## src/rtl/bmp24_pkg.sv

```systemverilog
`default_nettype none

package bmp24_pkg;

  // Header layout of a 24-bit BMP file (byte positions from the start mark).
  localparam int unsigned HDR_LEN    = 54;
  localparam int unsigned OFS_POS    = 10;
  localparam int unsigned WID_POS    = 18;
  localparam int unsigned HGT_POS    = 22;
  localparam int unsigned BPP_POS    = 28;
  localparam int unsigned DEPTH_24   = 24;

  // Header dimensions are held in 13 bits and saturate.
  localparam int unsigned DIM_W      = 13;
  localparam logic [DIM_W-1:0] DIM_SAT = 13'd8191;

  localparam int unsigned IDX_W      = 24;
  localparam int unsigned COUNT_W    = 32;

  typedef enum logic [2:0] {
    PH_IDLE,
    PH_HEADER,
    PH_SKIP,
    PH_PIXEL,
    PH_PAD,
    PH_DONE,
    PH_ERROR
  } phase_t;

  typedef enum logic [1:0] {
    MODE_BW    = 2'd0,
    MODE_GRAY  = 2'd1,
    MODE_COLOR = 2'd2,
    MODE_NONE  = 2'd3
  } mode_t;

  typedef enum logic [1:0] {
    ERR_NONE   = 2'd0,
    ERR_DEPTH  = 2'd1,
    ERR_SIZE   = 2'd2,
    ERR_OFFSET = 2'd3
  } err_t;

  typedef struct packed {
    logic [IDX_W-1:0] pixel_index;
    logic [7:0]       red;
    logic [7:0]       green;
    logic [7:0]       blue;
    logic [7:0]       gray_level;
    logic             black_white;
    logic             last_pixel;
    err_t             error_code;
  } result_t;

  // Folds one little-endian byte into a saturating 13-bit dimension.
  function automatic logic [DIM_W-1:0] dim_take(logic [DIM_W-1:0] cur,
                                                logic [1:0] pos,
                                                logic [7:0] b);
    logic [DIM_W-1:0] res;
    res = cur;
    if (pos == 2'd0) begin
      res = DIM_W'(b);
    end else if (pos == 2'd1) begin
      if (b[7:5] != 3'd0) begin
        res = DIM_SAT;
      end else begin
        res = {b[4:0], cur[7:0]};
      end
    end else if (b != 8'd0) begin
      res = DIM_SAT;
    end
    return res;
  endfunction

endpackage

`default_nettype wire

```

## src/rtl/bmp24_pixel_stream_reader_top.sv

```systemverilog
// A result is registered when the byte that completes it is accepted; one file byte per
// cycle while in_stall is low. The parser, the 12x13 index multiplier and the
// divide-by-three share one register stage, and a two-entry output queue absorbs stalls.
// Reset (rst_n low, synchronous): parser idle until a start mark, mode set to colour,
// output queue empty.
`default_nettype none

module bmp24_pixel_stream_reader_top
  import bmp24_pkg::*;
#(
  parameter int unsigned MAX_DIM = 4096
) (
  input  wire logic             clk,
  input  wire logic             rst_n,

  input  wire logic             cfg_valid,
  output logic                  cfg_ready,
  input  wire logic [1:0]       cfg_image_mode,

  input  wire logic             in_valid,
  output logic                  in_stall,
  input  wire logic [7:0]       in_data_byte,
  input  wire logic             in_start_of_file,

  output logic                  out_valid,
  input  wire logic             out_stall,
  output logic [IDX_W-1:0]      out_pixel_index,
  output logic [7:0]            out_red,
  output logic [7:0]            out_green,
  output logic [7:0]            out_blue,
  output logic [7:0]            out_gray_level,
  output logic                  out_black_white,
  output logic                  out_last_pixel,
  output logic [1:0]            out_error_code
);

  localparam int unsigned POS_W  = (MAX_DIM > 1) ? $clog2(MAX_DIM) : 1;
  localparam int unsigned PROD_W = POS_W + DIM_W;

  // Parser state.
  phase_t               phase_r,  phase_nxt;
  logic [COUNT_W-1:0]   count_r,  count_nxt;
  logic [DIM_W-1:0]     width_r,  width_nxt;
  logic [DIM_W-1:0]     height_r, height_nxt;
  logic [COUNT_W-1:0]   offset_r, offset_nxt;
  logic [7:0]           depth_r,  depth_nxt;
  logic [POS_W-1:0]     column_r, column_nxt;
  logic [POS_W-1:0]     row_r,    row_nxt;
  logic [1:0]           pad_r,    pad_nxt;
  logic [1:0]           bip_r,    bip_nxt;
  logic [15:0]          held_r,   held_nxt;
  logic [1:0]           mode_r;

  // State as seen by the current byte: a start mark restarts parsing first.
  phase_t               c_phase;
  logic [COUNT_W-1:0]   c_count;
  logic [DIM_W-1:0]     c_width;
  logic [DIM_W-1:0]     c_height;
  logic [COUNT_W-1:0]   c_offset;
  logic [7:0]           c_depth;
  logic [POS_W-1:0]     c_column;
  logic [POS_W-1:0]     c_row;
  logic [1:0]           c_pad;
  logic [1:0]           c_bip;
  logic [15:0]          c_held;

  logic                 in_acc;
  logic [COUNT_W-1:0]   cnt_inc;
  logic [1:0]           pad_dec;
  logic                 row_end;
  logic                 last;
  logic [POS_W-1:0]     rows_from_top;
  logic [PROD_W-1:0]    row_base;
  logic [9:0]           color_sum;
  logic [19:0]          sum_scaled;
  logic [7:0]           avg;
  err_t                 hdr_err;

  logic                 res_pixel;
  logic                 res_error;
  result_t              res;

  // Output queue: main register plus one skid entry.
  result_t              out_r,    skid_r;
  logic                 out_valid_r, skid_valid_r;
  logic                 out_pop;

  assign in_acc    = in_valid && !in_stall;
  assign in_stall  = skid_valid_r;
  assign cfg_ready = 1'b1;

  // Restart view of the parser state.
  always_comb begin
    if (in_start_of_file) begin
      c_phase  = PH_HEADER;
      c_count  = '0;
      c_width  = '0;
      c_height = '0;
      c_offset = '0;
      c_depth  = '0;
      c_column = '0;
      c_row    = '0;
      c_pad    = '0;
      c_bip    = '0;
      c_held   = '0;
    end else begin
      c_phase  = phase_r;
      c_count  = count_r;
      c_width  = width_r;
      c_height = height_r;
      c_offset = offset_r;
      c_depth  = depth_r;
      c_column = column_r;
      c_row    = row_r;
      c_pad    = pad_r;
      c_bip    = bip_r;
      c_held   = held_r;
    end
  end

  // Shared arithmetic for the current byte.
  assign cnt_inc  = (c_count == '1) ? c_count : c_count + COUNT_W'(1);
  assign pad_dec  = c_pad - 2'd1;
  assign row_end  = (DIM_W'(c_column) + DIM_W'(1)) >= c_width;
  assign last     = row_end && ((DIM_W'(c_row) + DIM_W'(1)) >= c_height);

  assign rows_from_top = POS_W'(c_height - DIM_W'(1) - DIM_W'(c_row));
  assign row_base      = PROD_W'(rows_from_top) * PROD_W'(c_width);

  // The sum stays below 1536, where multiplying by 683/2048 floors exactly like /3.
  assign color_sum  = 10'(c_held[7:0]) + 10'(c_held[15:8]) + 10'(in_data_byte);
  assign sum_scaled = 20'(color_sum) * 20'd683;
  assign avg        = sum_scaled[18:11];

  // Header checks, in priority order.
  always_comb begin
    if (c_depth != 8'(DEPTH_24)) begin
      hdr_err = ERR_DEPTH;
    end else if (c_width > DIM_W'(MAX_DIM) || c_height > DIM_W'(MAX_DIM)) begin
      hdr_err = ERR_SIZE;
    end else if (c_offset < COUNT_W'(HDR_LEN)) begin
      hdr_err = ERR_OFFSET;
    end else begin
      hdr_err = ERR_NONE;
    end
  end

  // Next state of the parser.
  always_comb begin
    phase_nxt  = c_phase;
    count_nxt  = c_count;
    width_nxt  = c_width;
    height_nxt = c_height;
    offset_nxt = c_offset;
    depth_nxt  = c_depth;
    column_nxt = c_column;
    row_nxt    = c_row;
    pad_nxt    = c_pad;
    bip_nxt    = c_bip;
    held_nxt   = c_held;

    unique case (c_phase) inside
      PH_HEADER: begin
        count_nxt = cnt_inc;
        if (c_count >= COUNT_W'(OFS_POS) && c_count <= COUNT_W'(OFS_POS + 3)) begin
          offset_nxt = c_offset | (COUNT_W'(in_data_byte) << {(c_count[1:0] - 2'd2), 3'd0});
        end else if (c_count >= COUNT_W'(WID_POS) && c_count <= COUNT_W'(WID_POS + 3)) begin
          width_nxt = dim_take(c_width, c_count[1:0] - 2'd2, in_data_byte);
        end else if (c_count >= COUNT_W'(HGT_POS) && c_count <= COUNT_W'(HGT_POS + 3)) begin
          height_nxt = dim_take(c_height, c_count[1:0] - 2'd2, in_data_byte);
        end else if (c_count == COUNT_W'(BPP_POS)) begin
          depth_nxt = in_data_byte;
        end
        if (c_count == COUNT_W'(HDR_LEN - 1)) begin
          if (hdr_err != ERR_NONE) begin
            phase_nxt = PH_ERROR;
          end else if (c_width == '0 || c_height == '0) begin
            phase_nxt = PH_DONE;
          end else if (c_offset == COUNT_W'(HDR_LEN)) begin
            phase_nxt = PH_PIXEL;
          end else begin
            phase_nxt = PH_SKIP;
          end
        end
      end
      PH_SKIP: begin
        count_nxt = cnt_inc;
        if (cnt_inc >= c_offset) begin
          phase_nxt = PH_PIXEL;
        end
      end
      PH_PAD: begin
        count_nxt = cnt_inc;
        pad_nxt   = pad_dec;
        if (pad_dec == 2'd0) begin
          phase_nxt = PH_PIXEL;
        end
      end
      PH_PIXEL: begin
        count_nxt = cnt_inc;
        if (c_bip == 2'd0) begin
          held_nxt = {8'd0, in_data_byte};
          bip_nxt  = 2'd1;
        end else if (c_bip == 2'd1) begin
          held_nxt = {in_data_byte, c_held[7:0]};
          bip_nxt  = 2'd2;
        end else begin
          held_nxt = '0;
          bip_nxt  = 2'd0;
          if (last) begin
            phase_nxt = PH_DONE;
          end else if (row_end) begin
            column_nxt = '0;
            row_nxt    = c_row + POS_W'(1);
            pad_nxt    = c_width[1:0];
            if (c_width[1:0] != 2'd0) begin
              phase_nxt = PH_PAD;
            end
          end else begin
            column_nxt = c_column + POS_W'(1);
          end
        end
      end
      PH_IDLE, PH_DONE, PH_ERROR: begin
        phase_nxt = c_phase;
      end
      default: begin
        phase_nxt = PH_IDLE;
      end
    endcase
  end

  // Result for the current byte.
  always_comb begin
    res_pixel = (c_phase == PH_PIXEL) && (c_bip == 2'd2);
    res_error = (c_phase == PH_HEADER) && (c_count == COUNT_W'(HDR_LEN - 1)) &&
                (hdr_err != ERR_NONE);
    res       = '0;
    if (res_error) begin
      res.error_code = hdr_err;
    end else begin
      res.pixel_index = IDX_W'(row_base) + IDX_W'(c_column);
      res.last_pixel  = last;
      case (mode_r)
        MODE_COLOR: begin
          res.red   = in_data_byte;
          res.green = c_held[15:8];
          res.blue  = c_held[7:0];
        end
        MODE_GRAY: res.gray_level  = avg;
        MODE_BW:   res.black_white = avg[7];
        default:   res.last_pixel  = last;
      endcase
    end
  end

  // Parser registers.
  always_ff @(posedge clk) begin
    if (!rst_n) begin
      phase_r  <= PH_IDLE;
      count_r  <= '0;
      width_r  <= '0;
      height_r <= '0;
      offset_r <= '0;
      depth_r  <= '0;
      column_r <= '0;
      row_r    <= '0;
      pad_r    <= '0;
      bip_r    <= '0;
      held_r   <= '0;
    end else if (in_acc) begin
      phase_r  <= phase_nxt;
      count_r  <= count_nxt;
      width_r  <= width_nxt;
      height_r <= height_nxt;
      offset_r <= offset_nxt;
      depth_r  <= depth_nxt;
      column_r <= column_nxt;
      row_r    <= row_nxt;
      pad_r    <= pad_nxt;
      bip_r    <= bip_nxt;
      held_r   <= held_nxt;
    end
  end

  // Mode register.
  always_ff @(posedge clk) begin
    if (!rst_n) begin
      mode_r <= MODE_COLOR;
    end else if (cfg_valid && cfg_ready) begin
      mode_r <= cfg_image_mode;
    end
  end

  // Output queue control.
  assign out_pop = out_valid_r && !out_stall;

  always_ff @(posedge clk) begin
    if (!rst_n) begin
      out_valid_r  <= 1'b0;
      skid_valid_r <= 1'b0;
    end else if (skid_valid_r) begin
      if (out_pop) begin
        skid_valid_r <= 1'b0;
      end
    end else if (in_acc && (res_pixel || res_error)) begin
      if (!out_valid_r || out_pop) begin
        out_valid_r <= 1'b1;
      end else begin
        skid_valid_r <= 1'b1;
      end
    end else if (out_pop) begin
      out_valid_r <= 1'b0;
    end
  end

  // Output queue data.
  always_ff @(posedge clk) begin
    if (skid_valid_r) begin
      if (out_pop) begin
        out_r <= skid_r;
      end
    end else if (in_acc && (res_pixel || res_error)) begin
      if (!out_valid_r || out_pop) begin
        out_r <= res;
      end else begin
        skid_r <= res;
      end
    end
  end

  assign out_valid       = out_valid_r;
  assign out_pixel_index = out_r.pixel_index;
  assign out_red         = out_r.red;
  assign out_green       = out_r.green;
  assign out_blue        = out_r.blue;
  assign out_gray_level  = out_r.gray_level;
  assign out_black_white = out_r.black_white;
  assign out_last_pixel  = out_r.last_pixel;
  assign out_error_code  = out_r.error_code;

endmodule

`default_nettype wire
```

## config.mk

```make
export PLATFORM = sky130hd
export DESIGN_NAME = bmp24_pixel_stream_reader_top
export DESIGN_NICKNAME = d
export VERILOG_FILES = /design/src/rtl/bmp24_pkg.sv /design/src/rtl/bmp24_pixel_stream_reader_top.sv
export SDC_FILE = /design/constraint.sdc
export NUM_CORES = 1
export LEC_CHECK = 0
export BUFFER_PORTS_ARGS = -buffer_cell sky130_fd_sc_hd__buf_2
export CAP_MARGIN = 20
export CORE_UTILIZATION = 60
export CTS_CLUSTER_DIAMETER = 200
export CTS_CLUSTER_SIZE = 10
export DETAILED_ROUTE_END_ITERATION = 8
export GPL_ROUTABILITY_DRIVEN = 1
export GPL_TIMING_DRIVEN = 0
export PLACE_DENSITY_LB_ADDON = 0.15
export SLEW_MARGIN = 0
export SYNTH_ARGS = -nofsm -noshare
export SYNTH_HDL_FRONTEND = slang
export SYNTH_SLANG_ARGS = --single-unit
```

## constraint.sdc

```tcl
create_clock -name clk -period 13.95 [get_ports clk]
set_input_delay 1.395 -clock clk [delete_from_list [all_inputs] [get_ports clk]]
set_output_delay 1.395 -clock clk [all_outputs]
set_load 0.02 [all_outputs]
```

==> results of run 1 <==
[power by group through the flow]
stage	registers [uW]	clock network (uW)	logic [uW]
2_1_floorplan	838	0	167
3_3_place_gp	839	0	238
3_5_place_dp	839	0	247
4_1_cts	822	730	251
5_1_grt	822	762	282
6_report	822	730	255
[worst max-delay path, delay by kind of cell]
family,cells,cell delay [ns]
AO/OA/AOI/OAI,9,2.68
AND/OR/NAND/NOR,8,1.51
buffers and inverters,12,3.38
multiplexers,1,0.54
XOR/XNOR,2,0.91
adder cells (fa/ha/maj),7,3.31
[logic make-up (layout without fill, tap and decap cells)]
kind of cell,count (synthesis),count (layout),share of synthesized area
mux,40,40,0.0196
flops,269,269,0.282
simple gates,960,960,0.205
compound gates,538,538,0.150
other cells,1,3,0.000161
buf+inv,405,535,0.0668
fa+ha+maj,353,353,0.238
xor+xnor,102,102,0.0389
[worst min path at each step]
stage | from | endpoint | slack, ns | cells past startpoint
CTS | column_r[7]$_SDFFE_PN0P_ | column_r[7]$_SDFFE_PN0P_ | 0.47 | 2
finish | column_r[7]$_SDFFE_PN0P_ | column_r[7]$_SDFFE_PN0P_ | 0.47 | 2
detailed placement | column_r[7]$_SDFFE_PN0P_ | column_r[7]$_SDFFE_PN0P_ | 0.46 | 2
global route | count_r[11]$_SDFFE_PN0P_ | count_r[11]$_SDFFE_PN0P_ | 0.50 | 2
floorplan | column_r[7]$_SDFFE_PN0P_ | column_r[7]$_SDFFE_PN0P_ | 0.43 | 2
global placement | column_r[7]$_SDFFE_PN0P_ | column_r[7]$_SDFFE_PN0P_ | 0.45 | 2
[cells in the mapped netlist, types with 25 or more instances]
cell        n  area share
a21oi_1    93       0.020
a22oi_1    66       0.021
nand2b_1   30      0.0080
dfxtp_1   149        0.13
a21o_1     26      0.0084
inv_1     253       0.041
and3_1     43       0.012
clkbuf_1  118       0.019
mux2_2     36       0.017
fa_1      151        0.13
o31ai_1    25      0.0080
nor2b_1   130       0.035
a21boi_0   36       0.012
nand3_1    57       0.012
xor2_1     37       0.014
and2_1     39       0.010
o21ai_0   153       0.033
nand2_1   302       0.049
edfxtp_1  120        0.15
ha_1      201        0.11
nor4_1     42       0.011
xnor2_1    63       0.024
nor2_1    187       0.030
nor3_1     53       0.011
[sequential cells by signal, indices dropped and copies added (netlist names), 12 cells and up]
| signal | cells |
|---|---|
| count_r | 32 |
| out_pixel_index | 24 |
| width_r | 13 |
| row_r | 12 |
| offset_r | 32 |
| held_r | 16 |
| column_r | 12 |
| height_r | 13 |
| skid_r | 60 |
[per-layer routing]
metal,vias to the layer above,part of all wire
li1,9414,-
met4,2,0.061
met1,9925,0.40
met3,254,0.096
met2,1057,0.44
met5,-,0.00017
[metrics by stage]
step                area [sq um]  hold slack [ns]
floorplan                  23400            0.431
global placement           24400            0.448
detailed placement         24500            0.456
CTS                        25300            0.466
global route               25300            0.497
finish                     25300            0.474
[cells in the final DEF, fill, tap and decap left out, drive strengths merged, types with 10 or more instances in the layout]
cell type	netlist	layout
buf	28	111
a21boi	41	41
a21o	26	26
o31ai	25	25
nor4	46	46
xnor2	65	65
a22oi	66	66
fa	151	151
nand4	16	16
clkbuf	118	165
o21bai	10	10
nand2	302	302
o21a	14	14
o21ai	164	164
ha	201	201
nor2b	130	130
inv	255	255
nor2	189	189
edfxtp	120	120
a31oi	19	19
a21oi	94	94
and2	40	40
and3	43	43
nand3	58	58
xor2	37	37
dfxtp	149	149
nor3	57	57
nor3b	14	14
mux2	36	36
nand2b	30	30
[layout make-up]
| cell class | count | area, sq um | share of cell area |
|---|---|---|---|
| multi-input cells | 1994 | 15200 | 0.601 |
| flip-flops and latches | 269 | 6590 | 0.260 |
| inverters | 259 | 972 | 0.0384 |
| clock buffers | 48 | 840 | 0.0332 |
| well taps | 511 | 639 | 0.0252 |
| plain buffers | 145 | 586 | 0.0231 |
| repair buffers | 83 | 473 | 0.0187 |
| diodes | 2 | 5.00 | 0.000198 |
==> flow_metrics.py, run 1 <==
metrics = {
    "global_routing": {
        "grt_pass1_wl_mm": 113,
        "grt_use_total": 0.374,
        "grt_max_degree": 33,
        "grt-ovfl-total": 0,
        "use_met2": 0.585,
        "met1_usage": 0.491,
        "grt_util_met3": 0.0636,
        "top_usage_layer": "met2",
        "antenna_found_initial": 2,
        "grt_pass1_vias": 20200,
    },
    "setup_path": {
        "crit_end": "out_pixel_index[23]$_DFFE_PP_",
        "r2r_slack_ns": 4.01,
        "crit_arrival_ns": 13.76,
        "slowest_delay_ns": 0.74,
        "worstSetupPathType": "input pin to flop",
        "regToRegEndpoint": "out_pixel_index[23]$_DFFE_PP_",
        "reg2reg_depth": 31,
        "crit_start": "in_start_of_file",
        "worst-endpoint-required_ns": 14.40,
        "critPathCaptureType": "flop",
        "crit_fanout": 10,
        "crit_path_frequent_cell": "fa_1",
        "critPathSlowestCell": "clkbuf_1",
        "start_kind": "input pin",
        "r2r-start": "height_r[1]$_SDFFE_PN0P_",
    },
    "clock_network": {
        "cts-resized-gates": 0,
        "cts_root_buf": "clkbuf_16",
        "cts_made_buffers": 30,
        "cts_hold_buf": 0,
        "cts_setup_buffers": 0,
        "cts_num_sinks": 269,
        "cts_tree": "built",
        "cts_buffer_depth": 3,
        "clk_latency_ns": 0.60,
        "htree_levels": 1,
        "cts.clk_slew.worst_paths_ns": 0.08,
    },
    "sta": {
        "setup_viol": 0,
        "worst_slack_ns": 0.637,
        "worstMarginPinSlew_ns": 1.11,
        "fin_worst_skew_ns": 0.0428,
        "period_minus_slack_ns": 13.31,
        "fin_setup_tns_ns": 0,
        "post-route-period-util": 0.954,
        "rsz0062_at_grt": "no",
        "relSlewSlack": 0.261,
        "hold_viol": 0,
        "slew_viol_final": 0,
        "fmax_mhz": 75.1,
    },
    "drt": {
        "wl_per_cell_um": 21.9,
        "antenna_left": 0,
        "drt_iter0_drc": 1817,
        "via_per_inst": 6.24,
        "vias": 20700,
        "drcViolationCount": 0,
        "drtPass1Iterations": 7,
        "wl_mm": 72.7,
    },
    "synth": {
        "synth_edf_count": 120,
        "syn_inst": 2668,
        "ys_ff_latch": 269,
        "synth_flop_cell": "dfxtp_1",
        "syn_area_per_cell_sq_um": 8.76,
        "seq_area_frac_synth": 0.282,
        "ys_warn_count": 0,
        "synthArstFlopShare": 0,
        "ys_types": 87,
        "syn_area_sq_um": 23400,
        "syn_nets": 3036,
    },
    "worst_hold_path": {
        "hold_path.class": "flop to flop",
    },
    "final_layout": {
        "utilization": 0.666,
        "layout-drive-gt1-share": 0.0718,
        "syn_to_final_growth_pct": 8.39,
        "final_net_count": 3150,
        "final_cells": 3311,
        "fill_cells": 3224,
    },
    "status": {
        "status": "finished clean",
    },
    "floorplanning": {
        "io_pins": 79,
        "die-area_sq_um": 39700,
        "die_w_um": 199,
        "row_count": 71,
        "start_util": 0.614,
        "die_height_um": 199,
        "core_area_sq_um": 38000,
    },
    "job": {
        "max_cap_violations": 0,
    },
    "power": {
        "power.total_uw": 1810,
        "p_leak_uw": 0.0107,
        "power.share.sequential": 0.455,
        "pwr-share-comb": 0.141,
        "cellPowerDensity_nw_per_um2": 71.4,
        "ir_drop_v": 0.0000851,
        "clock_power_share": 0.404,
        "swShare": 0.274,
        "p_int_uw": 1310,
        "switching_power_uw": 495,
    },
    "placed_design": {
        "place_ws_ns": -0.321,
        "place.gp.congestion": 0.979,
        "dp_cells": 3262,
        "dp_hpwl_mm": 55.8,
        "port_buffers": 77,
    },
}
Note: power is estimated with default switching activity, not from simulation.
==> run 2: changes to the inputs <==
- CORE_UTILIZATION: 60 -> 55
==> flow_metrics.py, run 2 (synthesized netlist as in run 1, its figures left out) <==
metrics = {
    "drt": {
        "antenna_left": 0,
        "drt_iter0_drc": 1924,
        "wl_per_cell_um": 21.9,
        "via_per_inst": 6.06,
        "vias": 20200,
        "wl_mm": 73.0,
        "drcViolationCount": 0,
        "drtPass1Iterations": 6,
    },
    "sta": {
        "slew_viol_final": 0,
        "rsz0062_at_grt": "no",
        "worstMarginPinSlew_ns": 1.16,
        "worst_slack_ns": 0.424,
        "fin_setup_tns_ns": 0,
        "relSlewSlack": 0.224,
        "fin_worst_skew_ns": 0.0457,
        "post-route-period-util": 0.970,
        "hold_viol": 0,
        "period_minus_slack_ns": 13.53,
        "setup_viol": 0,
        "fmax_mhz": 73.9,
    },
    "setup_path": {
        "reg2reg_depth": 32,
        "worstSetupPathType": "input pin to flop",
        "r2r-start": "height_r[1]$_SDFFE_PN0P_",
        "crit_arrival_ns": 13.99,
        "critPathCaptureType": "flop",
        "slowest_delay_ns": 0.71,
        "crit_fanout": 10,
        "worst-endpoint-required_ns": 14.42,
        "critPathSlowestCell": "clkbuf_1",
        "r2r_slack_ns": 3.90,
        "start_kind": "input pin",
        "regToRegEndpoint": "out_pixel_index[23]$_DFFE_PP_",
        "crit_path_frequent_cell": "fa_1",
    },
    "final_layout": {
        "fill_cells": 3678,
        "largest_register": "skid_r",
        "syn_to_final_growth_pct": 8.44,
        "final_common_cell": "nand2_1",
        "insertedDiodeCount": 0,
        "layout-drive-gt1-share": 0.0715,
        "final_net_count": 3150,
        "largest_reg_flops": 60,
        "largestRegisters": "skid_r (60), count_r (32), offset_r (32)",
        "final_cell_mix": "nand2_1, inv_1, ha_1",
    },
    "global_routing": {
        "grt_use_total": 0.337,
        "grt-ovfl-total": 0,
        "grt_pass1_vias": 19800,
        "grt_pass1_wl_mm": 113,
        "grt_max_degree": 61,
        "antenna_found_initial": 1,
    },
    "clock_network": {
        "htree_levels": 1,
        "cts_root_buf": "clkbuf_16",
        "clk_latency_ns": 0.60,
        "cts-resized-gates": 0,
        "cts_num_sinks": 269,
        "cts_made_buffers": 30,
        "cts_setup_buffers": 0,
        "cts_buffer_depth": 3,
        "cts_tree": "built",
        "cts_hold_buf": 0,
        "cts.clk_slew.worst_paths_ns": 0.07,
    },
    "power": {
        "ir_drop_v": 0.0000924,
        "p_leak_uw": 0.0106,
        "cellPowerDensity_nw_per_um2": 71.1,
        "power.total_uw": 1800,
    },
    "placed_design": {
        "place_ws_ns": -0.402,
        "place.gp.congestion": 0.942,
        "port_buffers": 77,
        "dp_hpwl_mm": 56.8,
    },
    "floorplanning": {
        "io_pins": 79,
        "die_height_um": 208,
        "start_util": 0.557,
        "core_area_sq_um": 41900,
        "die-area_sq_um": 43300,
        "die_w_um": 208,
        "row_count": 75,
    },
    "worst_hold_path": {
        "min_to": "count_r[11]$_SDFFE_PN0P_",
        "min_path_cells": 2,
        "hold_path.startpoint": "count_r[11]$_SDFFE_PN0P_",
        "hold_path.class": "flop to flop",
    },
    "status": {
        "status": "finished clean",
    },
    "job": {
        "max_cap_violations": 0,
    },
}
[run 2: cell count changes in the layout (fill, tap and decap cells not counted)]
cell	change
buf_6	+2
clkbuf_1	+2
diode_2	-2
and3_2	-1
and3_4	+1
buf_1	-1
buf_12	-1
buf_8	-1
clkbuf_16	-1
clkbuf_2	-1
clkinv_8	+1
[run 2: per-stage QoR]
step / cells / instance area [sq um] / hold slack [ns] / utilization
6_report: 3337 / 25300 / 0.486 / 0.604
5_1_grt: 3337 / 25300 / 0.492 / 0.604
4_1_cts: 3338 / 25300 / 0.464 / 0.604
3_5_place_dp: 3290 / 24500 / 0.454 / 0.584
3_3_place_gp: 3284 / 24400 / 0.450 / 0.582
2_1_floorplan: 2668 / 23400 / 0.431 / -
[run 2: layout make-up]
cell class              instances  area, sq um  share of cell area
well taps                     539          674              0.0266
multi-input cells            1994        15200               0.601
repair buffers                 83          460              0.0182
inverters                     259          972              0.0384
clock buffers                  47          815              0.0322
plain buffers                 145          584              0.0231
clock inverters                 1         16.3            0.000642
flip-flops and latches        269         6590               0.260
[run 2: routing by layer]
layer,wire length [um],vias up,GRT usage,share of wire
met5,11,-,0,0.00015
met4,4180,2,0.174,0.057
met3,4970,188,0.0380,0.068
met2,32600,786,0.537,0.45
met1,31300,9848,0.455,0.43
li1,-,9411,-,-
[run 2: worst max path at each step]
stage / from / to / slack (ns)
finish: in_start_of_file / out_pixel_index[23]$_DFFE_PP_ / 0.42
floorplan: in_start_of_file / out_pixel_index[23]$_DFFE_PP_ / 2.91
CTS: in_start_of_file / out_pixel_index[23]$_DFFE_PP_ / 0.21
detailed placement: in_start_of_file / out_pixel_index[23]$_DFFE_PP_ / -0.40
global route: in_start_of_file / out_pixel_index[23]$_DFFE_PP_ / 0.05
global placement: in_start_of_file / out_pixel_index[23]$_DFFE_PP_ / -0.27
[run 2: worst max-delay path, delay by kind of cell]
kind,cells,cell delay [ns]
AO/OA/AOI/OAI,9,2.58
XOR/XNOR,2,0.86
adder cells (fa/ha/maj),7,3.32
buffers and inverters,12,3.48
multiplexers,1,0.55
AND/OR/NAND/NOR,9,1.77
[run 2: power breakdown]
group	total [uW]	switching (uW)	internal [uW]	leakage, uW
sequential	822	2.09	820	0.00237
combinational	252	164	88.2	0.00788
clock	727	332	394	0.000397
total	1800	498	1300	0.0106
